**src/design/gta_pkg.sv**
```systemverilog
// Shared types, constants and the tanh table for the GELU activation pipeline.
package gta_pkg;

  localparam int TANH_ENTRIES = 256;
  localparam int IDX_W        = $clog2(TANH_ENTRIES);

  localparam int X_W    = 16;
  localparam int AX_W   = 17;
  localparam int SQ_W   = 31;
  localparam int CUBE_W = 46;
  localparam int SM_W   = 57;
  localparam int HI_W   = SM_W - 32;
  localparam int K_W    = 16;
  localparam int C_W    = 12;
  localparam int PH_W   = HI_W + K_W;
  localparam int PL_W   = 32 + K_W;
  localparam int SUM_W  = 42;
  localparam int UM_W   = 17;
  localparam int FRAC_W = 14;
  localparam int P_W    = FRAC_W + IDX_W + 1;
  localparam int T_W    = 16;
  localparam int F_W    = 17;
  localparam int PROD_W = 32;

  localparam logic [K_W-1:0] GELU_K = 16'd52290;
  localparam logic [C_W-1:0] GELU_C = 12'd2930;
  localparam logic [T_W-1:0] T_ONE  = 16'd32768;

  typedef struct packed {
    logic            neg;
    logic            last;
    logic [AX_W-1:0] ax;
  } meta_t;

  typedef struct packed {
    meta_t           meta;
    logic [SM_W-1:0] sm;
  } inner_t;

  typedef struct packed {
    meta_t             meta;
    logic              sat;
    logic [IDX_W-1:0]  idx;
    logic [FRAC_W-1:0] frac;
  } pos_t;

  typedef struct packed {
    meta_t          meta;
    logic [F_W-1:0] f;
  } factor_t;

  typedef logic [T_W-1:0] tanh_tab_t [TANH_ENTRIES];

  // unsigned quotient by shift and subtract, used only while building the table
  function automatic longint unsigned udiv64(longint unsigned n, longint unsigned d);
    longint unsigned q;
    longint unsigned rem;
    q   = '0;
    rem = '0;
    for (int b = 63; b >= 0; b--) begin
      rem = {rem[62:0], n[b]};
      if (rem >= d) begin
        rem  = rem - d;
        q[b] = 1'b1;
      end
    end
    return q;
  endfunction

  // tanh(4*i/N) in Q1.15, via e^(-2t) = (e^(-i/N))^8 in Q31
  function automatic tanh_tab_t tanh_table();
    tanh_tab_t       tab;
    longint unsigned r;
    longint unsigned term;
    longint unsigned e;
    longint unsigned num;
    longint unsigned den;
    longint          sum;
    for (int i = 0; i < TANH_ENTRIES; i++) begin
      r    = (longint'(i) << 31) / TANH_ENTRIES;
      term = 64'd2147483648;
      sum  = 64'sd2147483648;
      for (int k = 1; k <= 24; k++) begin
        term = udiv64((term * r) >> 31, 64'(k));
        if ((k & 1) == 1) begin
          sum = sum - longint'(term);
        end else begin
          sum = sum + longint'(term);
        end
      end
      if (sum < 0) begin
        sum = 0;
      end
      e = longint'(sum);
      for (int s = 0; s < 3; s++) begin
        e = (e * e + (64'd1 << 30)) >> 31;
      end
      if (e > 64'd2147483648) begin
        e = 64'd2147483648;
      end
      num    = (64'd2147483648 - e) << 16;
      den    = 64'd2147483648 + e;
      tab[i] = T_W'(udiv64(num + den, den << 1));
    end
    return tab;
  endfunction

endpackage

```
**src/design/gta_cubic.sv**
```systemverilog
// Inner polynomial stages: |x|, x^2, x^3, C*x^3 and |x|*2^40 + C*|x|^3.
module gta_cubic (
  input  logic                         clk_i,
  input  logic                         rst_ni,
  input  logic                         en_i,
  input  logic                         valid_i,
  input  logic [gta_pkg::X_W-1:0]      sample_i,
  input  logic                         last_i,
  output logic                         valid_o,
  output gta_pkg::inner_t              inner_o
);

  logic [3:0] vld_q;

  gta_pkg::meta_t              m1_d, m1_q, m2_q, m3_q;
  logic [gta_pkg::SQ_W-1:0]    sq_d, sq_q;
  logic [gta_pkg::CUBE_W-1:0]  cube_d, cube_q;
  logic [gta_pkg::SM_W-1:0]    cc_d, cc_q;
  gta_pkg::inner_t             inner_d, inner_q;

  always_comb begin
    m1_d.neg  = sample_i[gta_pkg::X_W-1];
    m1_d.last = last_i;
    m1_d.ax   = m1_d.neg ? gta_pkg::AX_W'(17'h10000 - {1'b0, sample_i})
                         : {1'b0, sample_i};
    sq_d      = gta_pkg::SQ_W'(m1_d.ax) * gta_pkg::SQ_W'(m1_d.ax);
    cube_d    = gta_pkg::CUBE_W'(gta_pkg::CUBE_W'(sq_q) * gta_pkg::CUBE_W'(m1_q.ax));
    cc_d      = gta_pkg::SM_W'(gta_pkg::SM_W'(cube_q) * gta_pkg::SM_W'(gta_pkg::GELU_C));
    inner_d.meta = m3_q;
    inner_d.sm   = (gta_pkg::SM_W'(m3_q.ax) << 40) + cc_q;
  end

  always_ff @(posedge clk_i or negedge rst_ni) begin
    if (!rst_ni) begin
      vld_q <= '0;
    end else if (en_i) begin
      vld_q <= {vld_q[2:0], valid_i};
    end
  end

  always_ff @(posedge clk_i) begin
    if (en_i) begin
      m1_q    <= m1_d;
      sq_q    <= sq_d;
      m2_q    <= m1_q;
      cube_q  <= cube_d;
      m3_q    <= m2_q;
      cc_q    <= cc_d;
      inner_q <= inner_d;
    end
  end

  assign valid_o = vld_q[3];
  assign inner_o = inner_q;

endmodule

```
**config.mk**
```make
export PLATFORM = sky130hd
export DESIGN_NAME = gta_cubic
export DESIGN_NICKNAME = d
export VERILOG_FILES = /design/src/design/gta_pkg.sv /design/src/design/gta_cubic.sv
export SDC_FILE = /design/constraint.sdc
export NUM_CORES = 2
export LEC_CHECK = 0
export ABC_AREA = 1
export BUFFER_PORTS_ARGS = -buffer_cell sky130_fd_sc_hd__clkbuf_2
export CELL_PAD_IN_SITES_DETAIL_PLACEMENT = 1
export CELL_PAD_IN_SITES_GLOBAL_PLACEMENT = 1
export CORE_ASPECT_RATIO = 0.5
export CORE_MARGIN = 3
export CORE_UTILIZATION = 51
export DETAILED_ROUTE_END_ITERATION = 8
export PLACE_DENSITY_LB_ADDON = 0.2
export SYNTH_ARGS = -nofsm -noshare
export SYNTH_HDL_FRONTEND = slang
export SYNTH_SLANG_ARGS = --single-unit
```
**constraint.sdc**
```tcl
create_clock -name clk_i -period 7.9 [get_ports clk_i]
set_clock_uncertainty 0.15 [all_clocks]
set_input_delay 0.79 -clock clk_i [delete_from_list [all_inputs] [get_ports clk_i]]
set_output_delay 0.79 -clock clk_i [all_outputs]
set_load 0.005 [all_outputs]
```
==> flow_summary.toml <==
[outcome]
status = "finished, final reports clean"

[worst_setup_path]
worst-path-max-fanout = 18
worstPathArrival_ns = 7.32
worst-path-buf-inv = 5
cp_slowest_cell = "edfxtp_1"
startpoint_type = "flip-flop"
crit_chain = "buf_4 > nand2_1 > fa_1 > inv_1 > fa_1 > inv_1 > fa_1 > fa_1 > fa_1 > fa_1 > inv_1 > ha_1 > nand2_1 > inv_1 > a21oi_1 > a21boi_0 > nor2_1 > nor2_1 > nand2_1 > nand2_1 > nand2_1"
endpoint_kind = "flip-flop"
path_delay_family = "adder cells"
cpMostUsedCell = "fa_1"
crit_type = "reg2reg"
max_stage_delay_ns = 1.10
crit_required_ns = 8.13

[detailed_routing]
remaining_drc_errors = 0
via_per_inst = 5.25
wl_per_cell_microns = 20.7
first_pass_iters = 5
ant_nets = 0
totalWireLength_microns = 142000
drtIter0Drc = 1869
route.vias.total = 36137

[clocking]
htree_levels = 1
cts-buffers-inserted = 28
cts_resized = 0
cts_setup_buffers = 0
cts_tree = "yes"
clockBufferDepth = 3
numClockSinks = 264
cts.clk_slew.worst_paths_ns = 0.07
root_buffer = "clkbuf_16"
clk_latency_ns = 0.63

[grt]
grt_overflow_total = 0
antenna_found_initial = 1
grt_use_total_pct = 30.9
grt_pass1_wl_microns = 226000
grt_max_degree = 81
first_global_vias = 41733

[sta]
max_slew_margin_pct = 20.2
rsz0062_at_grt = "no"
tns_ns = 0
fin_crit_ns = 7.09
max_freq_mhz = 141
hold_slack_ns = 0.188
hold_viol = 0
setup-violations-final = 0
tightest_slew_ns = 1.20
min_period_over_period_pct = 89.7
maxSlewViolCount = 0

[floorplan]
num_rows = 77
die-width_microns = 434
io_pins = 98
die-area_sq_um = 95400
initial_core_util_pct = 52.1
core_area_sq_um = 89500
die_y_microns = 220

[final_layout]
final_common_cell = "inv_1"
fillCellCount = 10891
final_cell_mix = "inv_1, nand2_1, fa_1"
register_area_sq_um = 7910
multi_input_area_sq_um = 32000
finalNetCount = 6962
layout-drive-gt1-share_pct = 3.96
area_growth_pct = 6.16
instances_no_fill = 6886
diodes = 0

[flow_run]
cap_violations = 0

[placement]
dp_hpwl_microns = 119000
dp.cells = 6834
gp_congestion = 0.932
io_buffers = 96

[yosys]
synth_cell_types = 50
ys.flop_type = "edfxtp_1"
ys_seq_area_share_pct = 16.9
synth_area_sq_um = 46700
postSynthAreaPerCell_sq_um = 8.33
syn-instance-count = 5601
yosysWarnings = 0
synthArstFlopShare_pct = 1.52
synth_edf_count = 260
synth-seq-cells = 264

[worst_hold_path]
hp-class = "in2reg"
==> logic make-up (layout without fill, tap and decap cells) <==
kind of cell | count (synthesis) | count (layout) | share of synthesized area [%]
xor+xnor | 105 | 105 | 2.01
other cells | 2 | 42 | 0.0161
mux | 2 | 2 | 0.0483
simple gates | 1925 | 1925 | 16.5
compound gates | 219 | 219 | 2.60
flops | 264 | 264 | 16.9
buf+inv | 1823 | 1883 | 14.8
fa+ha+maj | 1261 | 1261 | 47.1
==> cell usage after synthesis, types with 2 or more instances <==
| master | n | area (sq um) |
|---|---|---|
| inv_1 | 1682 | 6310 |
| xnor2_1 | 34 | 298 |
| ha_1 | 434 | 5430 |
| conb_1 | 2 | 7.51 |
| a21oi_1 | 129 | 646 |
| a21o_1 | 6 | 45.0 |
| o31ai_1 | 2 | 15.0 |
| nor2_4 | 5 | 56.3 |
| nand3_1 | 139 | 696 |
| fa_1 | 827 | 16600 |
| nand3b_1 | 2 | 15.0 |
| and2_1 | 4 | 25.0 |
| nand2_1 | 1404 | 5270 |
| edfxtp_1 | 260 | 7810 |
| nor2_2 | 8 | 50.1 |
| inv_2 | 11 | 41.3 |
| o21ai_1 | 2 | 10.0 |
| nand4_1 | 43 | 269 |
| buf_1 | 3 | 11.3 |
| mux2_2 | 2 | 22.5 |
| buf_2 | 4 | 20.0 |
| xor2_1 | 70 | 613 |
| nor2_1 | 275 | 1030 |
| nor3_1 | 24 | 120 |
| o21bai_1 | 17 | 128 |
| a21boi_0 | 6 | 45.0 |
| o211ai_1 | 2 | 15.0 |
| or2_2 | 2 | 12.5 |
| dfrtp_1 | 4 | 100 |
| nor3b_1 | 2 | 15.0 |
| clkbuf_1 | 112 | 420 |
| o21a_1 | 5 | 37.5 |
| o21ai_2 | 2 | 17.5 |
| buf_4 | 6 | 45.0 |
| nor4_1 | 3 | 18.8 |
| o21ai_0 | 45 | 225 |
| a31oi_1 | 2 | 12.5 |
| nand2_2 | 8 | 50.1 |
| buf_6 | 2 | 22.5 |
==> worst paths after layout <==
kind / startpoint / endpoint / slack, ns / cells past startpoint
min in group asynchronous: rst_ni / vld_q[0] / 0.35 / 2
hold reg to reg: m2_q[8] / inner_d[65] / 0.25 / 0
setup reg to reg: m1_q[2] / cube_q[34] / 0.81 / 21
max in group asynchronous: rst_ni / vld_q[1] / 7.13 / 2
setup / recovery: m1_q[2] / cube_q[34] / 0.81 / 21
hold / removal: last_i / m1_q[17] / 0.19 / 1
==> registers in the layout, indices dropped and copies added, names as in the netlist <==
register	count
cc_q	56
cube_q	46
sq_q	29
vld_q	4
inner_o	74
m1_q	19
m2_q	18
inner_d	18
==> stage by stage <==
step           instance area (sq um)  setup slack, ns  utilization, %
3_3_place_gp                   48600            0.523            54.3
5_1_grt                        49500            0.503            55.3
6_report                       49500            0.811            55.3
4_1_cts                        49500            0.873            55.3
3_5_place_dp                   48600            0.306            54.3
2_1_floorplan                  46800            0.945               -
==> layout make-up <==
cell class              instances  area share [%]
clock buffers                  30            1.43
flip-flops and latches        264            16.0
inverters                    1696            12.9
repair buffers                136            1.63
clock inverters                21           0.500
well taps                    1185            2.99
multi-input cells            3554            64.6
==> routing by layer <==
layer  up-vias  track usage [%]  share of wire [%]
li1      16372                -                  -
met1     18501             38.8                 41
met3       274             3.86                5.5
met4         0             9.41                3.5
met2       990             55.7                 50
met5         -                0                  0
==> timing repair <==
action	4_1_cts	5_1_grt
setup endpoints to repair	0	0
hold buffers	1	0
hold endpoints to repair	4	0
Power is not shown: default switching activity piles up to over one toggle a cycle in this logic, so the estimate is an artifact.
