<file path="src/design/gta_pkg.sv">
// Shared types, constants and the tanh table for the GELU activation pipeline.
package gta_pkg;

  localparam int TANH_ENTRIES = 256;
  localparam int IDX_W        = $clog2(TANH_ENTRIES);

  localparam int X_W    = 16;
  localparam int AX_W   = 17;
  localparam int SQ_W   = 31;
  localparam int CUBE_W = 46;
  localparam int SM_W   = 57;
  localparam int HI_W   = SM_W - 32;
  localparam int K_W    = 16;
  localparam int C_W    = 12;
  localparam int PH_W   = HI_W + K_W;
  localparam int PL_W   = 32 + K_W;
  localparam int SUM_W  = 42;
  localparam int UM_W   = 17;
  localparam int FRAC_W = 14;
  localparam int P_W    = FRAC_W + IDX_W + 1;
  localparam int T_W    = 16;
  localparam int F_W    = 17;
  localparam int PROD_W = 32;

  localparam logic [K_W-1:0] GELU_K = 16'd52290;
  localparam logic [C_W-1:0] GELU_C = 12'd2930;
  localparam logic [T_W-1:0] T_ONE  = 16'd32768;

  typedef struct packed {
    logic            neg;
    logic            last;
    logic [AX_W-1:0] ax;
  } meta_t;

  typedef struct packed {
    meta_t           meta;
    logic [SM_W-1:0] sm;
  } inner_t;

  typedef struct packed {
    meta_t             meta;
    logic              sat;
    logic [IDX_W-1:0]  idx;
    logic [FRAC_W-1:0] frac;
  } pos_t;

  typedef struct packed {
    meta_t          meta;
    logic [F_W-1:0] f;
  } factor_t;

  typedef logic [T_W-1:0] tanh_tab_t [TANH_ENTRIES];

  // unsigned quotient by shift and subtract, used only while building the table
  function automatic longint unsigned udiv64(longint unsigned n, longint unsigned d);
    longint unsigned q;
    longint unsigned rem;
    q   = '0;
    rem = '0;
    for (int b = 63; b >= 0; b--) begin
      rem = {rem[62:0], n[b]};
      if (rem >= d) begin
        rem  = rem - d;
        q[b] = 1'b1;
      end
    end
    return q;
  endfunction

  // tanh(4*i/N) in Q1.15, via e^(-2t) = (e^(-i/N))^8 in Q31
  function automatic tanh_tab_t tanh_table();
    tanh_tab_t       tab;
    longint unsigned r;
    longint unsigned term;
    longint unsigned e;
    longint unsigned num;
    longint unsigned den;
    longint          sum;
    for (int i = 0; i < TANH_ENTRIES; i++) begin
      r    = (longint'(i) << 31) / TANH_ENTRIES;
      term = 64'd2147483648;
      sum  = 64'sd2147483648;
      for (int k = 1; k <= 24; k++) begin
        term = udiv64((term * r) >> 31, 64'(k));
        if ((k & 1) == 1) begin
          sum = sum - longint'(term);
        end else begin
          sum = sum + longint'(term);
        end
      end
      if (sum < 0) begin
        sum = 0;
      end
      e = longint'(sum);
      for (int s = 0; s < 3; s++) begin
        e = (e * e + (64'd1 << 30)) >> 31;
      end
      if (e > 64'd2147483648) begin
        e = 64'd2147483648;
      end
      num    = (64'd2147483648 - e) << 16;
      den    = 64'd2147483648 + e;
      tab[i] = T_W'(udiv64(num + den, den << 1));
    end
    return tab;
  endfunction

endpackage

</file>
<file path="src/design/gta_scale.sv">
// Scale by sqrt(2/pi), round u to Q4.12 and locate it on the tanh grid.
module gta_scale (
  input  logic            clk_i,
  input  logic            rst_ni,
  input  logic            en_i,
  input  logic            valid_i,
  input  gta_pkg::inner_t inner_i,
  output logic            valid_o,
  output gta_pkg::pos_t   pos_o
);

  logic [2:0] vld_q;

  gta_pkg::meta_t              m5_q, m6_q;
  logic [gta_pkg::PH_W-1:0]    ph_d, ph_q;
  logic [gta_pkg::PL_W-1:0]    pl_d, pl_q;
  logic [gta_pkg::SUM_W-1:0]   sum;
  logic [gta_pkg::UM_W-1:0]    um;
  logic                        sat_d, sat_q;
  logic [gta_pkg::FRAC_W-1:0]  um_d, um_q;
  logic [gta_pkg::P_W-1:0]     p;
  gta_pkg::pos_t               pos_d, pos_q;

  always_comb begin
    ph_d  = gta_pkg::PH_W'(inner_i.sm[gta_pkg::SM_W-1:32]) * gta_pkg::PH_W'(gta_pkg::GELU_K);
    pl_d  = gta_pkg::PL_W'(inner_i.sm[31:0]) * gta_pkg::PL_W'(gta_pkg::GELU_K);
    // round to nearest at bit 56 of the full product
    sum   = gta_pkg::SUM_W'(ph_q) + (gta_pkg::SUM_W'(1) << 23)
          + gta_pkg::SUM_W'(pl_q[gta_pkg::PL_W-1:32]);
    um    = sum[24 +: gta_pkg::UM_W];
    sat_d = |um[gta_pkg::UM_W-1:gta_pkg::FRAC_W];
    um_d  = um[gta_pkg::FRAC_W-1:0];
    p     = gta_pkg::P_W'(um_q) * gta_pkg::P_W'(gta_pkg::TANH_ENTRIES);
    pos_d.meta = m6_q;
    pos_d.sat  = sat_q;
    pos_d.idx  = p[gta_pkg::FRAC_W +: gta_pkg::IDX_W];
    pos_d.frac = p[gta_pkg::FRAC_W-1:0];
  end

  always_ff @(posedge clk_i or negedge rst_ni) begin
    if (!rst_ni) begin
      vld_q <= '0;
    end else if (en_i) begin
      vld_q <= {vld_q[1:0], valid_i};
    end
  end

  always_ff @(posedge clk_i) begin
    if (en_i) begin
      m5_q  <= inner_i.meta;
      ph_q  <= ph_d;
      pl_q  <= pl_d;
      m6_q  <= m5_q;
      sat_q <= sat_d;
      um_q  <= um_d;
      pos_q <= pos_d;
    end
  end

  assign valid_o = vld_q[2];
  assign pos_o   = pos_q;

  a_idx_in_table: assert property (@(posedge clk_i) disable iff (!rst_ni)
    vld_q[2] && !pos_q.sat |-> 32'(pos_q.idx) < gta_pkg::TANH_ENTRIES)
    else $error("tanh grid index beyond table");

endmodule

</file>
<file path="config.mk">
export PLATFORM = sky130hd
export DESIGN_NAME = gta_scale
export DESIGN_NICKNAME = d
export VERILOG_FILES = /design/src/design/gta_pkg.sv /design/src/design/gta_scale.sv
export SDC_FILE = /design/constraint.sdc
export NUM_CORES = 1
export LEC_CHECK = 0
export ABC_AREA = 1
export BUFFER_PORTS_ARGS = -buffer_cell sky130_fd_sc_hd__buf_4
export CELL_PAD_IN_SITES_DETAIL_PLACEMENT = 0
export CELL_PAD_IN_SITES_GLOBAL_PLACEMENT = 1
export CORE_MARGIN = 2
export CORE_UTILIZATION = 53
export DETAILED_ROUTE_END_ITERATION = 8
export PLACE_DENSITY_LB_ADDON = 0.1
export SLEW_MARGIN = 20
export SYNTH_ARGS = -nofsm -noshare
export SYNTH_HDL_FRONTEND = slang
export SYNTH_SLANG_ARGS = --single-unit
export TNS_END_PERCENT = 30
</file>
<file path="constraint.sdc">
create_clock -name clk_i -period 5.23 [get_ports clk_i]
set_input_delay 0.7845 -clock clk_i [delete_from_list [all_inputs] [get_ports clk_i]]
set_output_delay 0.7845 -clock clk_i [all_outputs]
set_load 0.02 [all_outputs]
</file>
==> metrics.md, run 1 <==
| Metric | Value |
|---|---|
| Post-layout util | `0.642` |
| Placed Area | `21500 um^2` |
| I/O Buffers | `114` |
| Number of max-cap violations | `0` |
| Period utilisation layout | `0.965` |
| Ys flop type | `edfxtp_1` |
| TNS Setup | `0 ns` |
| Yosys warning total | `0` |
| Root Buffer | `clkbuf_16` |
| #FFs+latches synth | `145` |
| Number of flops mapped to enable cells by yosys | `142` |
| Status | `finished clean` |
| Placer Congestion | `0.895` |
| Fmax | `198 MHz` |
| Crit-path slowest cell | `fa_1` |
| H-tree Lvls | `4` |
| Area growth, synth to finish | `19.1%` |
| Antenna-violating nets left | `0` |
| Multi-input gate area | `12700 um^2` |
| Gr usage total | `0.253` |
| Syn Area/Cell | `9.10 um^2` |
| Worst slack, placed | `-0.339 ns` |
| Initial antenna violation count | `1` |
| Detailed-route via count | `14300` |
| Die height | `192 um` |
| Final Power | `14.6 mW` |
| Vias in the first global route | `14700` |
| RSZ-0062 raised after global routing | `yes` |
| Slew headroom | `0.397` |
| Inst Count DP | `2806` |
| Layout Cells excl Fill | `2837` |
| Worst Tran Pin Value | `0.905 ns` |
| Core Region | `34600 um^2` |
| Most frequent cells in the layout | `inv_1 (443), ha_1 (393), nand2_1 (321)` |
| Mean number of vias per cell | `5.02` |
| WL per Instance | `15.3 um` |
| # setup viols final | `0` |
| DP HPWL | `38900 um` |
| DIE WIDTH | `192 um` |
| WS Path Type | `in2reg` |
| Initial Utilization | `0.538` |
| Async set-reset flop share out of synthesis | `0.0207` |
| Commonest non-fill, non-tap cell in the layout | `inv_1` |
| CP Max Fanout | `4` |
| Design area | `22200 um^2` |
| WP data required | `5.36 ns` |
| Total grt overflow | `0` |
| Clk sink count | `145` |
| Critical path's most frequent cell | `inv_1` |
| Tmin final | `5.05 ns` |
| Hold-fix buffers at CTS | `0` |
| Worst stage delay on the critical path | `0.53 ns` |
| Largest net degree at the start of global routing | `106` |
| Worst hold slack | `0.166 ns` |
| DRC | `0` |
| Cells after Synth | `2048` |
| CP Launch Type | `input pin` |
| Row cnt | `68` |
| Final Hold Fails | `0` |
| Die area | `36700 um^2` |
| Io pins | `123` |
| Clk_lat worst skew | `0.41 ns` |
| Hold crit path type | `in2async` |
| Sequential area share after synthesis | `0.233` |
| Antenna Cells | `0` |
| Global-route wire length before repair | `73000 um` |
| Arrival time worst endpoint | `5.18 ns` |
| CTS tree | `yes` |
| Clock Path Buffers | `2` |
| Routed WL | `43500 um` |
| Final net count | `3011` |
| Lkg Pwr | `11.9 nW` |
| CP Cell Sequence | `buf_4 > ha_1 > inv_1 > fa_1 > inv_1 > fa_1 > inv_1 > fa_1 > inv_1 > fa_1 > ha_1 > ha_4 > nand2_1 > buf_4 > nor2_1 > inv_1 > nor2_4 > o211ai_1 > nand3_1 > nand2_1` |
| Storage cell area | `4340 um^2` |
| CTS buffer count | `17` |
| Clock slew at reported path FFs | `0.06 ns` |
| PwrDens | `656 nW/um^2` |
| Final WS setup | `0.181 ns` |
| Layout cells sized above 1 | `0.164` |
| Fill cells | `3007` |
| DR pass1 iterations | `5` |
| Drt initial violations | `686` |
| Peak VDD IR | `0.357 mV` |
| Slew Limit Fails | `0` |
| Clock Skew | `0.0120 ns` |
| CP Capture Type | `register` |
| Distinct cell type count after synthesis | `43` |
| Post-Syn Area | `18600 um^2` |
## report_power, final
| part | leakage, nW | total, mW | internal (mW) | switching, mW |
|---|---|---|---|---|
| clock | 0.303 | 1.23 | 0.794 | 0.437 |
| sequential | 1.42 | 2.06 | 1.88 | 0.175 |
| combinational | 10.2 | 11.3 | 4.78 | 6.51 |
## worst max-delay path: cells and delay by family
family	cells	cell delay [ns]
simple gates	5	0.64
fa+ha+maj	7	2.98
buf+inv	7	0.60
compound gates	1	0.18
## Yosys cell counts (all sizes together), types with 4 or more instances
master	count	area, um^2
nor3	19	105
edfxtp	142	4260
a21o	18	135
nand2	329	1250
o21ai	53	284
buf	8	60.1
o21bai	15	124
nor4	4	25.0
ha	400	5000
fa	160	3200
a21oi	102	514
o21a	10	75.1
nand3	68	355
inv	450	1690
xnor2	22	193
nand4	23	144
nor2	154	593
xor2	47	412
## timing repair
item | 4_1_cts | 5_1_grt
gates resized for setup | 0 | 28
setup endpoints to repair | 0 | 19
buffers inserted | 0 | 1
## flip-flops by register name, summed over array words and instances (netlist names)
register,count
m5_q,19
um_q,14
ph_q,40
vld_q,3
sat_q,1
m6_q,19
pl_q,15
pos_o,34
## worst paths after layout
kind / cells past startpoint / end / slack (ns) / start
worst max-delay path: 20 / pl_q[35] / 0.18 / inner_i[18]
worst min-delay path: 1 / vld_q[0] / 0.17 / rst_ni
worst max register to register: 8 / um_q[11] / 3.11 / pl_q[47]
worst min register to register: 0 / m6_q[6] / 0.41 / m5_q[6]
max in group asynchronous: 1 / vld_q[2] / 4.96 / rst_ni
min in group clk_i: 0 / m6_q[6] / 0.41 / m5_q[6]
## routing by layer
metal / part of all wire / vias to the layer above / global-route usage
met5: 0 / - / 0
met4: 0.0085 / 0 / 0.0441
met3: 0.041 / 29 / 0.0248
met2: 0.41 / 275 / 0.385
met1: 0.54 / 6666 / 0.392
li1: - / 7282 / -
## cell families (layout without fill, tap and decap cells)
logic type	count (synthesis)	count (layout)	share of synthesized area
AOI/OAI and AO/OA	206	206	0.0638
and+or+nand+nor	606	606	0.136
buffers and inverters	460	787	0.0942
muxes	1	1	0.000604
adders and majority gates	560	560	0.440
DFF	145	145	0.233
other	1	8	0.000201
xor gates and xnor gates	69	69	0.0324
## final cells by class
cell class                 instances  area share
clock buffer                      17      0.0191
multi-input combinational       1450       0.572
timing repair buffer             305       0.103
sequential                       145       0.195
clock inverter                    13     0.00828
inverter                         452      0.0764
tap                              455      0.0256
No activity file was read; power rests on OpenSTA's default activity.
==> inputs of run 2 (changes only) <==
--- a/config.mk
+++ b/config.mk
@@ -6,11 +6,12 @@
 export NUM_CORES = 1
 export LEC_CHECK = 0
 export ABC_AREA = 1
-export BUFFER_PORTS_ARGS = -buffer_cell sky130_fd_sc_hd__buf_4
+export BUFFER_PORTS_ARGS = -buffer_cell sky130_fd_sc_hd__buf_2
 export CELL_PAD_IN_SITES_DETAIL_PLACEMENT = 0
 export CELL_PAD_IN_SITES_GLOBAL_PLACEMENT = 1
 export CORE_MARGIN = 2
 export CORE_UTILIZATION = 53
+export CTS_CLUSTER_DIAMETER = 60
 export DETAILED_ROUTE_END_ITERATION = 8
 export PLACE_DENSITY_LB_ADDON = 0.1
 export SLEW_MARGIN = 20
==> run 2 against run 1 <==
Compared with the run above:
- via count is 0.42% higher
- utilization is 1.0 points lower
- sequential power hardly changed
- total power is 1.1% lower
==> metrics.md, run 2 (synthesis results as in run 1) <==
| Metric | Value |
|---|---|
| Slew Limit Fails | `0` |
| CTS tree | `yes` |
| Row cnt | `68` |
| Die area | `36700 um^2` |
| Die height | `192 um` |
| Area growth, synth to finish | `17.2%` |
| Initial Utilization | `0.538` |
| Worst hold slack | `0.150 ns` |
| Core Region | `34600 um^2` |
| Final net count | `3012` |
| RSZ-0062 raised after global routing | `yes` |
| Detailed-route via count | `14300` |
| Clock Path Buffers | `2` |
| Period utilisation layout | `0.966` |
| DP HPWL | `39200 um` |
| Reg with most FFs | `ph_q` |
| Status | `finished clean` |
| Arrival time worst endpoint | `5.22 ns` |
| Multi-input gate area | `12700 um^2` |
| Global-route wire length before repair | `73300 um` |
| Clk_lat worst skew | `0.42 ns` |
| Antenna Cells | `0` |
| Hold crit path type | `in2async` |
| Final Hold Fails | `0` |
| CTS buffer count | `17` |
| Placer Congestion | `0.941` |
| Placed Area | `21200 um^2` |
| WP data required | `5.39 ns` |
| # setup viols final | `0` |
| Io pins | `123` |
| Critical path's most frequent cell | `inv_1` |
| DIE WIDTH | `192 um` |
| Clk sink count | `145` |
| Gr usage total | `0.253` |
| Drt initial violations | `731` |
| Number of max-cap violations | `0` |
| I/O Buffers | `114` |
| Initial antenna violation count | `0` |
| Root Buffer | `clkbuf_16` |
| CP Capture Type | `register` |
| Fmax | `198 MHz` |
| Largest net degree at the start of global routing | `107` |
| Fill cells | `3079` |
| Vias in the first global route | `14800` |
| Worst stage delay on the critical path | `0.54 ns` |
| Routed WL | `43600 um` |
| Clock Skew | `0.0152 ns` |
| Peak VDD IR | `0.388 mV` |
| Most frequent cells in the layout | `inv_1 (443), ha_1 (398), nand2_1 (319)` |
| Commonest non-fill, non-tap cell in the layout | `inv_1` |
| Tmin final | `5.05 ns` |
| Clock slew at reported path FFs | `0.06 ns` |
| CP Max Fanout | `4` |
| Max FFs per register | `40` |
| Total grt overflow | `0` |
| CP Launch Type | `input pin` |
| H-tree Lvls | `4` |
| DR pass1 iterations | `5` |
| Design area | `21900 um^2` |
| Crit-path slowest cell | `fa_1` |
| Antenna-violating nets left | `0` |
| WL per Instance | `15.4 um` |
| Mean number of vias per cell | `5.04` |
| Storage cell area | `4340 um^2` |
| DRC | `0` |
| CP Cell Sequence | `buf_2 > ha_1 > inv_1 > fa_1 > inv_1 > fa_1 > inv_1 > fa_1 > inv_1 > fa_1 > ha_1 > ha_4 > nand2_1 > inv_1 > a21oi_1 > o21a_1 > nor2_1 > nor2_1 > nand3_1 > nand2_1 > nand2_1` |
| WS Path Type | `in2reg` |
| Lkg Pwr | `11.8 nW` |
| PwrDens | `660 nW/um^2` |
| Layout cells sized above 1 | `0.163` |
| Worst Tran Pin Value | `0.907 ns` |
| Slew headroom | `0.395` |
## run 2: per-layer routing
metal  track usage  up-vias  wire length, um
li1              -     7286                -
met1         0.393     6715            23100
met2         0.394      295            18200
met3        0.0234       16             2080
met4        0.0305        0              228
met5             0        -                0
## run 2: worst paths after layout
kind / start / to / slack (ns) / cells past startpoint
setup reg to reg: pl_q[45] / sat_q / 3.14 / 11
min in group clk_i: m6_q[11] / pos_o[34] / 0.41 / 0
hold / removal: rst_ni / vld_q[1] / 0.15 / 1
max in group asynchronous: rst_ni / vld_q[2] / 4.97 / 1
hold reg to reg: m6_q[11] / pos_o[34] / 0.41 / 0
setup / recovery: inner_i[19] / pl_q[47] / 0.18 / 21
## run 2: cell type report
type / count / share of cell area
Multi-Input combinational cell: 1450 / 0.580
Sequential cell: 145 / 0.199
Timing Repair Buffer: 306 / 0.0923
Inverter: 452 / 0.0776
Tap cell: 455 / 0.0260
Clock buffer: 18 / 0.0196
Clock inverter: 14 / 0.00612
## run 2: worst max-delay path, delay by kind of cell
kind	cells	cell delay, ns
adder cells (fa/ha/maj)	7	2.99
buffers and inverters	6	0.40
AO/OA/AOI/OAI	2	0.47
AND/OR/NAND/NOR	6	0.57
## run 2: power by group
part,internal (mW),switching (mW)
clock,0.660,0.468
combinational,4.67,6.56
sequential,1.88,0.173
total,7.21,7.20
## run 2: what timing repair did
item                                    in CTS  in global routing
buffers inserted                             0                  0
endpoints found under the setup margin       0                 16
hold buffers                                 0                  0
gates resized for setup                      0                 24
## run 2: metrics by stage
stage | setup TNS [ns] | setup slack [ns] | util | power (mW) | std cells
after global placement | -5.37 | -0.368 | 0.612 | 13.0 | 2808
after detailed placement | -6.40 | -0.404 | 0.612 | 13.0 | 2808
after CTS | 0 | 0.0305 | 0.628 | 14.3 | 2840
after global routing | -0.0261 | -0.0183 | 0.631 | 16.1 | 2840
after floorplan | 0 | 0.210 | - | 8.82 | 2055
final | 0 | 0.177 | 0.631 | 14.4 | 2840
