[config.mk]
export PLATFORM = sky130hd
export DESIGN_NAME = gta_output
export DESIGN_NICKNAME = d
export VERILOG_FILES = /design/src/design/gta_pkg.sv /design/src/design/gta_output.sv
export SDC_FILE = /design/constraint.sdc
export NUM_CORES = 1
export LEC_CHECK = 0
export ABC_AREA = 0
export ABC_CLOCK_PERIOD_IN_PS = 6300
export BUFFER_PORTS_ARGS = -buffer_cell sky130_fd_sc_hd__clkbuf_2
export CORE_ASPECT_RATIO = 0.8
export CORE_MARGIN = 2
export CORE_UTILIZATION = 61
export DETAILED_ROUTE_END_ITERATION = 7
export PLACE_DENSITY = 0.79
export SLEW_MARGIN = 10
export SYNTH_ARGS = -nofsm -noshare
export SYNTH_HDL_FRONTEND = slang
export SYNTH_SLANG_ARGS = --single-unit
[constraint.sdc]
create_clock -name clk_i -period 6.3 [get_ports clk_i]
set_input_delay 0.945 -clock clk_i [delete_from_list [all_inputs] [get_ports clk_i]]
set_output_delay 0.945 -clock clk_i [all_outputs]
set_load 0.1 [all_outputs]
[src/design/gta_pkg.sv]
// Shared types, constants and the tanh table for the GELU activation pipeline.
package gta_pkg;

  localparam int TANH_ENTRIES = 256;
  localparam int IDX_W        = $clog2(TANH_ENTRIES);

  localparam int X_W    = 16;
  localparam int AX_W   = 17;
  localparam int SQ_W   = 31;
  localparam int CUBE_W = 46;
  localparam int SM_W   = 57;
  localparam int HI_W   = SM_W - 32;
  localparam int K_W    = 16;
  localparam int C_W    = 12;
  localparam int PH_W   = HI_W + K_W;
  localparam int PL_W   = 32 + K_W;
  localparam int SUM_W  = 42;
  localparam int UM_W   = 17;
  localparam int FRAC_W = 14;
  localparam int P_W    = FRAC_W + IDX_W + 1;
  localparam int T_W    = 16;
  localparam int F_W    = 17;
  localparam int PROD_W = 32;

  localparam logic [K_W-1:0] GELU_K = 16'd52290;
  localparam logic [C_W-1:0] GELU_C = 12'd2930;
  localparam logic [T_W-1:0] T_ONE  = 16'd32768;

  typedef struct packed {
    logic            neg;
    logic            last;
    logic [AX_W-1:0] ax;
  } meta_t;

  typedef struct packed {
    meta_t           meta;
    logic [SM_W-1:0] sm;
  } inner_t;

  typedef struct packed {
    meta_t             meta;
    logic              sat;
    logic [IDX_W-1:0]  idx;
    logic [FRAC_W-1:0] frac;
  } pos_t;

  typedef struct packed {
    meta_t          meta;
    logic [F_W-1:0] f;
  } factor_t;

  typedef logic [T_W-1:0] tanh_tab_t [TANH_ENTRIES];

  // unsigned quotient by shift and subtract, used only while building the table
  function automatic longint unsigned udiv64(longint unsigned n, longint unsigned d);
    longint unsigned q;
    longint unsigned rem;
    q   = '0;
    rem = '0;
    for (int b = 63; b >= 0; b--) begin
      rem = {rem[62:0], n[b]};
      if (rem >= d) begin
        rem  = rem - d;
        q[b] = 1'b1;
      end
    end
    return q;
  endfunction

  // tanh(4*i/N) in Q1.15, via e^(-2t) = (e^(-i/N))^8 in Q31
  function automatic tanh_tab_t tanh_table();
    tanh_tab_t       tab;
    longint unsigned r;
    longint unsigned term;
    longint unsigned e;
    longint unsigned num;
    longint unsigned den;
    longint          sum;
    for (int i = 0; i < TANH_ENTRIES; i++) begin
      r    = (longint'(i) << 31) / TANH_ENTRIES;
      term = 64'd2147483648;
      sum  = 64'sd2147483648;
      for (int k = 1; k <= 24; k++) begin
        term = udiv64((term * r) >> 31, 64'(k));
        if ((k & 1) == 1) begin
          sum = sum - longint'(term);
        end else begin
          sum = sum + longint'(term);
        end
      end
      if (sum < 0) begin
        sum = 0;
      end
      e = longint'(sum);
      for (int s = 0; s < 3; s++) begin
        e = (e * e + (64'd1 << 30)) >> 31;
      end
      if (e > 64'd2147483648) begin
        e = 64'd2147483648;
      end
      num    = (64'd2147483648 - e) << 16;
      den    = 64'd2147483648 + e;
      tab[i] = T_W'(udiv64(num + den, den << 1));
    end
    return tab;
  endfunction

endpackage

[src/design/gta_output.sv]
// Final product x*(1 + tanh), rounding, sign restore and saturation.
module gta_output (
  input  logic                     clk_i,
  input  logic                     rst_ni,
  input  logic                     en_i,
  input  logic                     valid_i,
  input  gta_pkg::factor_t         factor_i,
  output logic                     valid_o,
  output logic [gta_pkg::X_W-1:0]  sample_o,
  output logic                     last_o
);

  logic [1:0] vld_q;

  logic                        neg11_q, last11_q, neg_q, last_q;
  logic [gta_pkg::PROD_W-1:0]  prod_d, prod_q;
  logic [gta_pkg::AX_W-1:0]    ym;
  logic [gta_pkg::X_W-1:0]     res_d, res_q;

  always_comb begin
    prod_d = gta_pkg::PROD_W'(factor_i.meta.ax) * gta_pkg::PROD_W'(factor_i.f);
    ym     = gta_pkg::AX_W'((prod_q + gta_pkg::PROD_W'(32768)) >> 16);
    if (neg11_q) begin
      res_d = gta_pkg::X_W'(-ym);
    end else if (ym[gta_pkg::AX_W-1] || ym[gta_pkg::X_W-1]) begin
      res_d = 16'h7FFF;
    end else begin
      res_d = ym[gta_pkg::X_W-1:0];
    end
  end

  always_ff @(posedge clk_i or negedge rst_ni) begin
    if (!rst_ni) begin
      vld_q <= '0;
    end else if (en_i) begin
      vld_q <= {vld_q[0], valid_i};
    end
  end

  always_ff @(posedge clk_i) begin
    if (en_i) begin
      neg11_q  <= factor_i.meta.neg;
      last11_q <= factor_i.meta.last;
      prod_q   <= prod_d;
      neg_q    <= neg11_q;
      last_q   <= last11_q;
      res_q    <= res_d;
    end
  end

  assign valid_o  = vld_q[1];
  assign sample_o = res_q;
  assign last_o   = last_q;

  a_pos_sign: assert property (@(posedge clk_i) disable iff (!rst_ni)
    vld_q[1] && !neg_q |-> !res_q[gta_pkg::X_W-1])
    else $error("negative result for non-negative input");

  a_neg_sign: assert property (@(posedge clk_i) disable iff (!rst_ni)
    vld_q[1] && neg_q |-> (res_q[gta_pkg::X_W-1] || res_q == '0))
    else $error("positive result for negative input");

  a_hold_on_stall: assert property (@(posedge clk_i) disable iff (!rst_ni)
    vld_q[1] && !en_i |=> vld_q[1] && $stable(res_q) && $stable(last_q))
    else $error("result changed while stalled");

endmodule

==> flow_results.xml, run 1 <==
<?xml version="1.0" encoding="UTF-8"?>
<metrics>
  <group name="clock_tree">
    <metric name="clock_sinks" unit="">38</metric>
    <metric name="cts_root_buffer" unit="">sky130_fd_sc_hd__clkbuf_16</metric>
    <metric name="tritoncts" unit="">yes</metric>
    <metric name="cts_buffer_depth" unit="">2</metric>
    <metric name="clk_pin_slew_worst_paths" unit="ns">0.06</metric>
    <metric name="count_of_hold_fix_buffers_inserted_at_cts" unit="">0</metric>
    <metric name="cts-htree-levels" unit="">2</metric>
    <metric name="cts_buffers" unit="">5</metric>
    <metric name="clkLatencyLatePin" unit="ns">0.28</metric>
  </group>
  <group name="floorplanning">
    <metric name="start_util" unit="%">62.0</metric>
    <metric name="die_h" unit="um">125</metric>
    <metric name="placeableCoreArea" unit="um^2">18100</metric>
    <metric name="rows" unit="">44</metric>
    <metric name="fp.dieW" unit="um">155</metric>
    <metric name="die-area" unit="um^2">19500</metric>
    <metric name="io_pins" unit="">58</metric>
  </group>
  <group name="critical_path">
    <metric name="crit_chain" unit="">buf_2 &gt; buf_6 &gt; and2_1 &gt; fa_1 &gt; inv_2 &gt; fa_1 &gt; fa_1 &gt; inv_2 &gt; fa_1 &gt; fa_1 &gt; inv_1 &gt; fa_1 &gt; inv_2 &gt; ha_4 &gt; nand2_2 &gt; nor2_4 &gt; a31oi_4 &gt; a21o_1 &gt; a211o_1 &gt; and3_4 &gt; a311o_1</metric>
    <metric name="endpoint" unit="">prod_q[31]</metric>
    <metric name="worst-setup-path-type" unit="">input pin to flip-flop</metric>
    <metric name="path_max_fanout" unit="">7</metric>
    <metric name="cp_num_buf_inv" unit="">6</metric>
    <metric name="worst_setup_path_end_kind" unit="">flip-flop</metric>
    <metric name="worstReg2RegStart" unit="">prod_q[15]</metric>
    <metric name="worstRegToRegCells" unit="">8</metric>
    <metric name="critical_path.most_common_cell" unit="">sky130_fd_sc_hd__fa_1</metric>
    <metric name="crit_path_top_delay_cell" unit="">sky130_fd_sc_hd__fa_1</metric>
    <metric name="path_depth" unit="">21</metric>
    <metric name="startpoint" unit="">factor_i[6]</metric>
    <metric name="cp.arrival" unit="ns">6.17</metric>
    <metric name="r2r_setup_slack" unit="ns">3.23</metric>
    <metric name="critPathRequiredTime" unit="ns">6.33</metric>
    <metric name="cell_family_with_most_cp_delay" unit="">adder cells</metric>
    <metric name="crit_path_start_kind" unit="">input pin</metric>
    <metric name="r2r_end" unit="">sample_o[15]</metric>
    <metric name="critical-path-max-stage-delay" unit="ns">0.53</metric>
  </group>
  <group name="synth">
    <metric name="postSynth.asyncResetShare" unit="%">5.26</metric>
    <metric name="postSynth.topFlopCell" unit="">sky130_fd_sc_hd__edfxtp_1</metric>
    <metric name="syn_area" unit="um^2">11200</metric>
    <metric name="synth_warnings" unit="">0</metric>
    <metric name="ys_ff_latch" unit="">38</metric>
    <metric name="gate_count_post_synth" unit="">1226</metric>
    <metric name="postSynthNetCount" unit="">1584</metric>
    <metric name="ys_types" unit="">68</metric>
    <metric name="post_synth.cell_area_avg" unit="um^2">9.13</metric>
    <metric name="synth_enable_flop_cells" unit="">36</metric>
    <metric name="ys_seq_area_share" unit="%">10.1</metric>
  </group>
  <group name="sta">
    <metric name="whs" unit="ns">0.430</metric>
    <metric name="worst_slew_margin_rel" unit="%">38.3</metric>
    <metric name="number_of_pins_with_negative_max_slew_slack_in_the_final_report" unit="">0</metric>
    <metric name="fin_crit" unit="ns">6.14</metric>
    <metric name="highest_achievable_clock_rate" unit="MHz">163</metric>
    <metric name="timing.clock.skew" unit="ns">0.00484</metric>
    <metric name="setup_viol_count_final" unit="">0</metric>
    <metric name="fin_crit_sh" unit="%">97.5</metric>
    <metric name="post-route-worst-setup-slack" unit="ns">0.158</metric>
    <metric name="worstMarginPinSlew" unit="ns">0.925</metric>
    <metric name="report.final.hold_viol_count" unit="">0</metric>
    <metric name="setup_tns" unit="ns">0</metric>
  </group>
  <group name="routing">
    <metric name="drt-wirelength-per-cell" unit="um">15.9</metric>
    <metric name="routedLengthMet1" unit="um">11300</metric>
    <metric name="met2RoutedLength" unit="um">11400</metric>
    <metric name="drt_wl_total" unit="um">25000</metric>
    <metric name="drc_errors" unit="">0</metric>
    <metric name="drt-vias-per-instance" unit="">5.44</metric>
    <metric name="drt_pre_antenna_iters" unit="">5</metric>
    <metric name="route.met3.wl" unit="um">2130</metric>
    <metric name="drt.antenna.violating_nets" unit="">0</metric>
    <metric name="dr.first_iter.drc_count" unit="">618</metric>
    <metric name="route.vias.total" unit="">8568</metric>
    <metric name="highest_layer" unit="">met4</metric>
  </group>
  <group name="status">
    <metric name="status" unit="">completed</metric>
  </group>
  <group name="global_routing">
    <metric name="grt_start_max_net_pins" unit="">39</metric>
    <metric name="grt_pass1_wl" unit="um">42900</metric>
    <metric name="grt_use_total" unit="%">27.4</metric>
    <metric name="overflow" unit="">0</metric>
    <metric name="grt_pass1_vias" unit="">8920</metric>
    <metric name="number_of_antenna_violations_at_the_first_check_in_global_routing" unit="">0</metric>
  </group>
  <group name="final_layout">
    <metric name="area.growth.synth_to_final" unit="%">13.1</metric>
    <metric name="fin_nets" unit="">1701</metric>
    <metric name="final_layout_size_suffix_gt1_share" unit="%">15.9</metric>
    <metric name="fillers" unit="">1333</metric>
    <metric name="n_antenna_cell" unit="">0</metric>
  </group>
  <group name="placed_design">
    <metric name="dpl.hpwl" unit="um">21700</metric>
    <metric name="gp_congestion" unit="">0.956</metric>
    <metric name="port_buffers" unit="">57</metric>
    <metric name="preCtsSetupSlack" unit="ns">-0.305</metric>
  </group>
  <group name="min_path">
    <metric name="min_path_type" unit="">input pin to asynchronous set/reset pin</metric>
  </group>
  <group name="flow_run">
    <metric name="maxCapViolCount" unit="">0</metric>
  </group>
</metrics>
-- worst min-delay path by stage --
stage | startpoint | endpoint
after floorplan | last11_q | last_o
after global placement | last11_q | last_o
after detailed placement | last11_q | last_o
after CTS | rst_ni | vld_q[0]
after global routing | rst_ni | vld_q[0]
final | rst_ni | vld_q[0]
-- cell type report --
| type | instances | area (um^2) | share of cell area [%] |
|---|---|---|---|
| Multi-Input combinational cell | 859 | 8910 | 70.4 |
| Timing Repair Buffer | 158 | 1140 | 8.98 |
| Sequential cell | 38 | 1130 | 8.93 |
| Inverter | 281 | 1050 | 8.33 |
| Tap cell | 230 | 288 | 2.27 |
| Clock buffer | 5 | 125 | 0.988 |
| Clock inverter | 3 | 16.3 | 0.128 |
-- synth_stat cells, drive strengths merged, types with 2 or more instances --
library cell | instances | area, um^2
buf | 6 | 50.0
edfxtp | 36 | 1080
o22a | 3 | 26.3
nand3b | 2 | 15.0
inv | 281 | 1050
o21ai | 26 | 130
nand4 | 7 | 58.8
o31ai | 6 | 58.8
a31o | 2 | 17.5
and3 | 7 | 50.1
xor2 | 11 | 96.3
a31oi | 2 | 12.5
mux2i | 3 | 30.0
and2 | 133 | 832
ha | 97 | 1210
a211oi | 4 | 35.0
fa | 221 | 4420
a21oi | 23 | 115
and4 | 2 | 18.8
a21boi | 3 | 22.5
nor4 | 5 | 61.3
nand3 | 16 | 97.6
clkbuf | 42 | 168
a211o | 6 | 61.3
o21bai | 2 | 15.0
and3b | 2 | 18.8
nand2 | 184 | 693
a21o | 5 | 37.5
mux2 | 4 | 45.0
nor3 | 13 | 70.1
a311o | 2 | 20.0
a22oi | 3 | 27.5
xnor2 | 26 | 243
nand2b | 3 | 18.8
nor2 | 19 | 71.3
nor2b | 2 | 12.5
or3 | 5 | 31.3
dfrtp | 2 | 50.1
-- stage by stage --
| stage | utilization [%] | area [um^2] | instances |
|---|---|---|---|
| 2_1_floorplan | - | 11200 | 1226 |
| 3_3_place_gp | 68.1 | 12300 | 1561 |
| 3_5_place_dp | 68.1 | 12300 | 1561 |
| 4_1_cts | 68.9 | 12400 | 1569 |
| 5_1_grt | 70.1 | 12700 | 1574 |
| 6_report | 70.1 | 12700 | 1574 |
-- worst reg2reg max path: cells and delay by family, from the launching register on --
family | cells | cell delay [ns]
compound gates | 3 | 0.97
fa+ha+maj | 1 | 0.47
simple gates | 4 | 0.97
flops | 1 | 0.50
-- registers in the layout, indices dropped and copies added (netlist names) --
| signal | count |
|---|---|
| prod_q | 17 |
| last_o | 1 |
| neg11_q | 1 |
| sample_o | 16 |
| vld_q | 2 |
| last11_q | 1 |
-- logic make-up after synthesis --
logic type,synth area share [%]
fa+ha+maj,50.4
mux,0.671
xor+xnor,3.03
buf+inv,11.4
flops,10.1
simple gates,18.4
compound gates,6.00
-- timing repair --
item / 4_1_cts / 5_1_grt
setup buffers: 0 / 5
pin swaps: 1 / 27
setup endpoints to repair: 1 / 7
gates resized for setup: 1 / 60
-- placed cells by master (no fill, tap or decap), types with 3 or more instances in the layout --
master | Yosys | routed
sky130_fd_sc_hd__buf_6 | 3 | 11
sky130_fd_sc_hd__mux2i_1 | 3 | 3
sky130_fd_sc_hd__a21oi_1 | 23 | 21
sky130_fd_sc_hd__fa_1 | 221 | 221
sky130_fd_sc_hd__inv_2 | 0 | 3
sky130_fd_sc_hd__xor2_1 | 11 | 11
sky130_fd_sc_hd__o21ai_0 | 26 | 23
sky130_fd_sc_hd__or3_1 | 5 | 5
sky130_fd_sc_hd__clkbuf_16 | 0 | 5
sky130_fd_sc_hd__nand2_1 | 183 | 180
sky130_fd_sc_hd__clkbuf_2 | 0 | 47
sky130_fd_sc_hd__edfxtp_1 | 36 | 36
sky130_fd_sc_hd__nor3_1 | 12 | 11
sky130_fd_sc_hd__nand2_2 | 1 | 4
sky130_fd_sc_hd__buf_2 | 1 | 4
sky130_fd_sc_hd__a211oi_1 | 3 | 3
sky130_fd_sc_hd__nor2_1 | 19 | 17
sky130_fd_sc_hd__nand3_1 | 14 | 14
sky130_fd_sc_hd__inv_1 | 281 | 278
sky130_fd_sc_hd__and2_1 | 133 | 129
sky130_fd_sc_hd__ha_4 | 0 | 3
sky130_fd_sc_hd__nor4_1 | 3 | 3
sky130_fd_sc_hd__o22a_1 | 3 | 3
sky130_fd_sc_hd__buf_4 | 1 | 91
sky130_fd_sc_hd__nand4_1 | 6 | 6
sky130_fd_sc_hd__buf_12 | 0 | 3
sky130_fd_sc_hd__ha_1 | 97 | 94
sky130_fd_sc_hd__mux2_2 | 3 | 3
sky130_fd_sc_hd__a21o_1 | 5 | 5
sky130_fd_sc_hd__o31ai_1 | 5 | 5
sky130_fd_sc_hd__a211o_1 | 5 | 5
sky130_fd_sc_hd__xnor2_1 | 24 | 24
sky130_fd_sc_hd__and2_4 | 0 | 4
sky130_fd_sc_hd__nand2b_1 | 3 | 3
sky130_fd_sc_hd__and3_1 | 5 | 4
-- layer usage --
layer	global-route usage, %	up-vias
met5	0	-
met2	43.4	300
met1	39.9	4284
met3	6.48	26
li1	-	3958
met4	4.32	0
Power of run 1 is left out: the tool's default activity adds up to more than one toggle a clock period on the data nets, which glitch-free logic cannot reach.
==> inputs of run 2 (changes only) <==
--- a/config.mk
+++ b/config.mk
@@ -7,12 +7,12 @@
 export LEC_CHECK = 0
 export ABC_AREA = 0
 export ABC_CLOCK_PERIOD_IN_PS = 6300
-export BUFFER_PORTS_ARGS = -buffer_cell sky130_fd_sc_hd__clkbuf_2
 export CORE_ASPECT_RATIO = 0.8
 export CORE_MARGIN = 2
 export CORE_UTILIZATION = 61
 export DETAILED_ROUTE_END_ITERATION = 7
-export PLACE_DENSITY = 0.79
+export DONT_BUFFER_PORTS = 1
+export PLACE_DENSITY = 0.77
 export SLEW_MARGIN = 10
 export SYNTH_ARGS = -nofsm -noshare
 export SYNTH_HDL_FRONTEND = slang
==> run 2 against run 1 <==
Net effect:
- sequential share of layout area is 0.88 points higher
- worst hold slack got worse by 0.083 ns
- critical path depth is 2 lower
- final cell count shrank 9.6%
- register-to-register slack worse by 0.16 ns
- global-route usage up 0.25 points
- utilization decreased by 6.3 points
- clock skew up 0.00056 ns
- die area unchanged
- wire length grew 0.10%
==> flow_results.xml, run 2 (synthesis gave the netlist of run 1 again) <==
<?xml version="1.0" encoding="UTF-8"?>
<metrics>
  <group name="critical_path">
    <metric name="worstReg2RegStart" unit="">prod_q[16]</metric>
    <metric name="worst-setup-path-type" unit="">input pin to flip-flop</metric>
    <metric name="crit_chain" unit="">and2_1 &gt; fa_1 &gt; inv_1 &gt; fa_1 &gt; fa_1 &gt; fa_1 &gt; inv_1 &gt; fa_1 &gt; inv_1 &gt; fa_1 &gt; inv_1 &gt; ha_1 &gt; nand4_1 &gt; nor2_2 &gt; a31oi_2 &gt; a21o_1 &gt; a211o_1 &gt; and3_1 &gt; a311o_1</metric>
    <metric name="critical_path.most_common_cell" unit="">sky130_fd_sc_hd__fa_1</metric>
    <metric name="crit_path_top_delay_cell" unit="">sky130_fd_sc_hd__fa_1</metric>
    <metric name="crit_path_start_kind" unit="">input pin</metric>
    <metric name="worst_setup_path_end_kind" unit="">flip-flop</metric>
    <metric name="cell_family_with_most_cp_delay" unit="">adder cells</metric>
    <metric name="path_max_fanout" unit="">17</metric>
    <metric name="critPathRequiredTime" unit="ns">6.33</metric>
    <metric name="cp.arrival" unit="ns">6.14</metric>
    <metric name="startpoint" unit="">factor_i[5]</metric>
    <metric name="cp_num_buf_inv" unit="">4</metric>
    <metric name="critical-path-max-stage-delay" unit="ns">0.55</metric>
  </group>
  <group name="sta">
    <metric name="post-route-worst-setup-slack" unit="ns">0.188</metric>
    <metric name="setup_viol_count_final" unit="">0</metric>
    <metric name="setup_tns" unit="ns">0</metric>
    <metric name="highest_achievable_clock_rate" unit="MHz">164</metric>
    <metric name="number_of_pins_with_negative_max_slew_slack_in_the_final_report" unit="">0</metric>
    <metric name="timing.clock.skew" unit="ns">0.00540</metric>
    <metric name="worstMarginPinSlew" unit="ns">0.916</metric>
    <metric name="fin_crit_sh" unit="%">97.0</metric>
    <metric name="worst_slew_margin_rel" unit="%">39.1</metric>
    <metric name="fin_crit" unit="ns">6.11</metric>
    <metric name="report.final.hold_viol_count" unit="">0</metric>
  </group>
  <group name="final_layout">
    <metric name="mostFrequentLayoutCell" unit="">sky130_fd_sc_hd__inv_1</metric>
    <metric name="n_antenna_cell" unit="">0</metric>
    <metric name="area.growth.synth_to_final" unit="%">2.97</metric>
    <metric name="final_layout_size_suffix_gt1_share" unit="%">3.60</metric>
    <metric name="most_frequent_cells_in_the_layout" unit="">281 x sky130_fd_sc_hd__inv_1, 221 x sky130_fd_sc_hd__fa_1, 183 x sky130_fd_sc_hd__nand2_1, 133 x sky130_fd_sc_hd__and2_1, 97 x sky130_fd_sc_hd__ha_1</metric>
    <metric name="flip_flop_count_of_the_largest_register_after_layout" unit="">17</metric>
    <metric name="fin_nets" unit="">1550</metric>
    <metric name="regMostFlops" unit="">prod_q</metric>
    <metric name="fillers" unit="">1464</metric>
    <metric name="finish.utilization" unit="%">63.8</metric>
    <metric name="fin_cells" unit="">1423</metric>
  </group>
  <group name="clock_tree">
    <metric name="cts_setup_buffers" unit="">0</metric>
    <metric name="cts_buffers" unit="">5</metric>
    <metric name="clk_pin_slew_worst_paths" unit="ns">0.06</metric>
    <metric name="cts-htree-levels" unit="">2</metric>
    <metric name="cts_buffer_depth" unit="">2</metric>
    <metric name="clkLatencyLatePin" unit="ns">0.29</metric>
    <metric name="clock_sinks" unit="">38</metric>
    <metric name="cts_root_buffer" unit="">sky130_fd_sc_hd__clkbuf_16</metric>
    <metric name="tritoncts" unit="">yes</metric>
  </group>
  <group name="routing">
    <metric name="drt.antenna.violating_nets" unit="">0</metric>
    <metric name="route.vias.total" unit="">7971</metric>
    <metric name="drt_pre_antenna_iters" unit="">5</metric>
    <metric name="drt-vias-per-instance" unit="">5.60</metric>
    <metric name="drt_wl_total" unit="um">25000</metric>
    <metric name="dr.first_iter.drc_count" unit="">630</metric>
    <metric name="drt-wirelength-per-cell" unit="um">17.6</metric>
    <metric name="drc_errors" unit="">0</metric>
  </group>
  <group name="global_routing">
    <metric name="grt_pass1_wl" unit="um">42600</metric>
    <metric name="number_of_antenna_violations_at_the_first_check_in_global_routing" unit="">0</metric>
    <metric name="grt_use_total" unit="%">27.7</metric>
    <metric name="grt_pass1_vias" unit="">8705</metric>
    <metric name="grt_start_max_net_pins" unit="">39</metric>
    <metric name="overflow" unit="">0</metric>
  </group>
  <group name="flow_run">
    <metric name="maxCapViolCount" unit="">0</metric>
  </group>
  <group name="placed_design">
    <metric name="gp_congestion" unit="">0.894</metric>
    <metric name="preCtsSetupSlack" unit="ns">-0.185</metric>
    <metric name="port_buffers" unit="">0</metric>
    <metric name="dpl.hpwl" unit="um">19600</metric>
    <metric name="place.detailed.instances" unit="">1415</metric>
  </group>
  <group name="floorplanning">
    <metric name="die-area" unit="um^2">19500</metric>
    <metric name="fp.dieW" unit="um">155</metric>
    <metric name="rows" unit="">44</metric>
    <metric name="die_h" unit="um">125</metric>
    <metric name="start_util" unit="%">62.0</metric>
    <metric name="placeableCoreArea" unit="um^2">18100</metric>
    <metric name="io_pins" unit="">58</metric>
  </group>
  <group name="status">
    <metric name="status" unit="">completed</metric>
  </group>
  <group name="min_path">
    <metric name="min_path_type" unit="">input pin to asynchronous set/reset pin</metric>
  </group>
</metrics>
## run 2: cell type report
class | instances | area, um^2 | share of cell area [%]
multi-input cells | 859 | 8800 | 76.4
inverters | 281 | 1050 | 9.15
clock buffers | 5 | 125 | 1.09
clock inverters | 3 | 68.8 | 0.597
well taps | 230 | 288 | 2.50
flip-flops and latches | 38 | 1130 | 9.82
repair buffers | 7 | 52.6 | 0.456
## run 2: metal layers
metal,up-vias,track usage [%],share of wire (%)
met1,3993,40.2,45
met2,292,44.0,45
li1,3649,-,-
met4,0,5.13,1.7
met5,-,0,0
met3,37,5.75,7.5
## run 2: path summary, 6_finish.rpt
check	end	slack, ns	cells after the start
worst max-delay path	prod_q[31]	0.19	19
min in group clk_i	last_o	0.45	0
worst max register to register	sample_o[5]	3.07	8
max in group asynchronous	vld_q[0]	5.89	0
worst min-delay path	vld_q[0]	0.35	0
worst min register to register	last_o	0.45	0
## run 2: through the flow
stage	cell area, um^2	hold WS [ns]
5_1_grt	11500	0.334
2_1_floorplan	11200	0.400
3_5_place_dp	11300	0.440
3_3_place_gp	11300	0.404
6_report	11500	0.348
4_1_cts	11500	0.341
## run 2: what timing repair did
| item | 4_1_cts | 5_1_grt |
|---|---|---|
| endpoints found under the setup margin | 0 | 4 |
| gates resized for setup | 0 | 5 |
| hold buffers | 0 | 0 |
Power of run 2 is left out for the same reason.
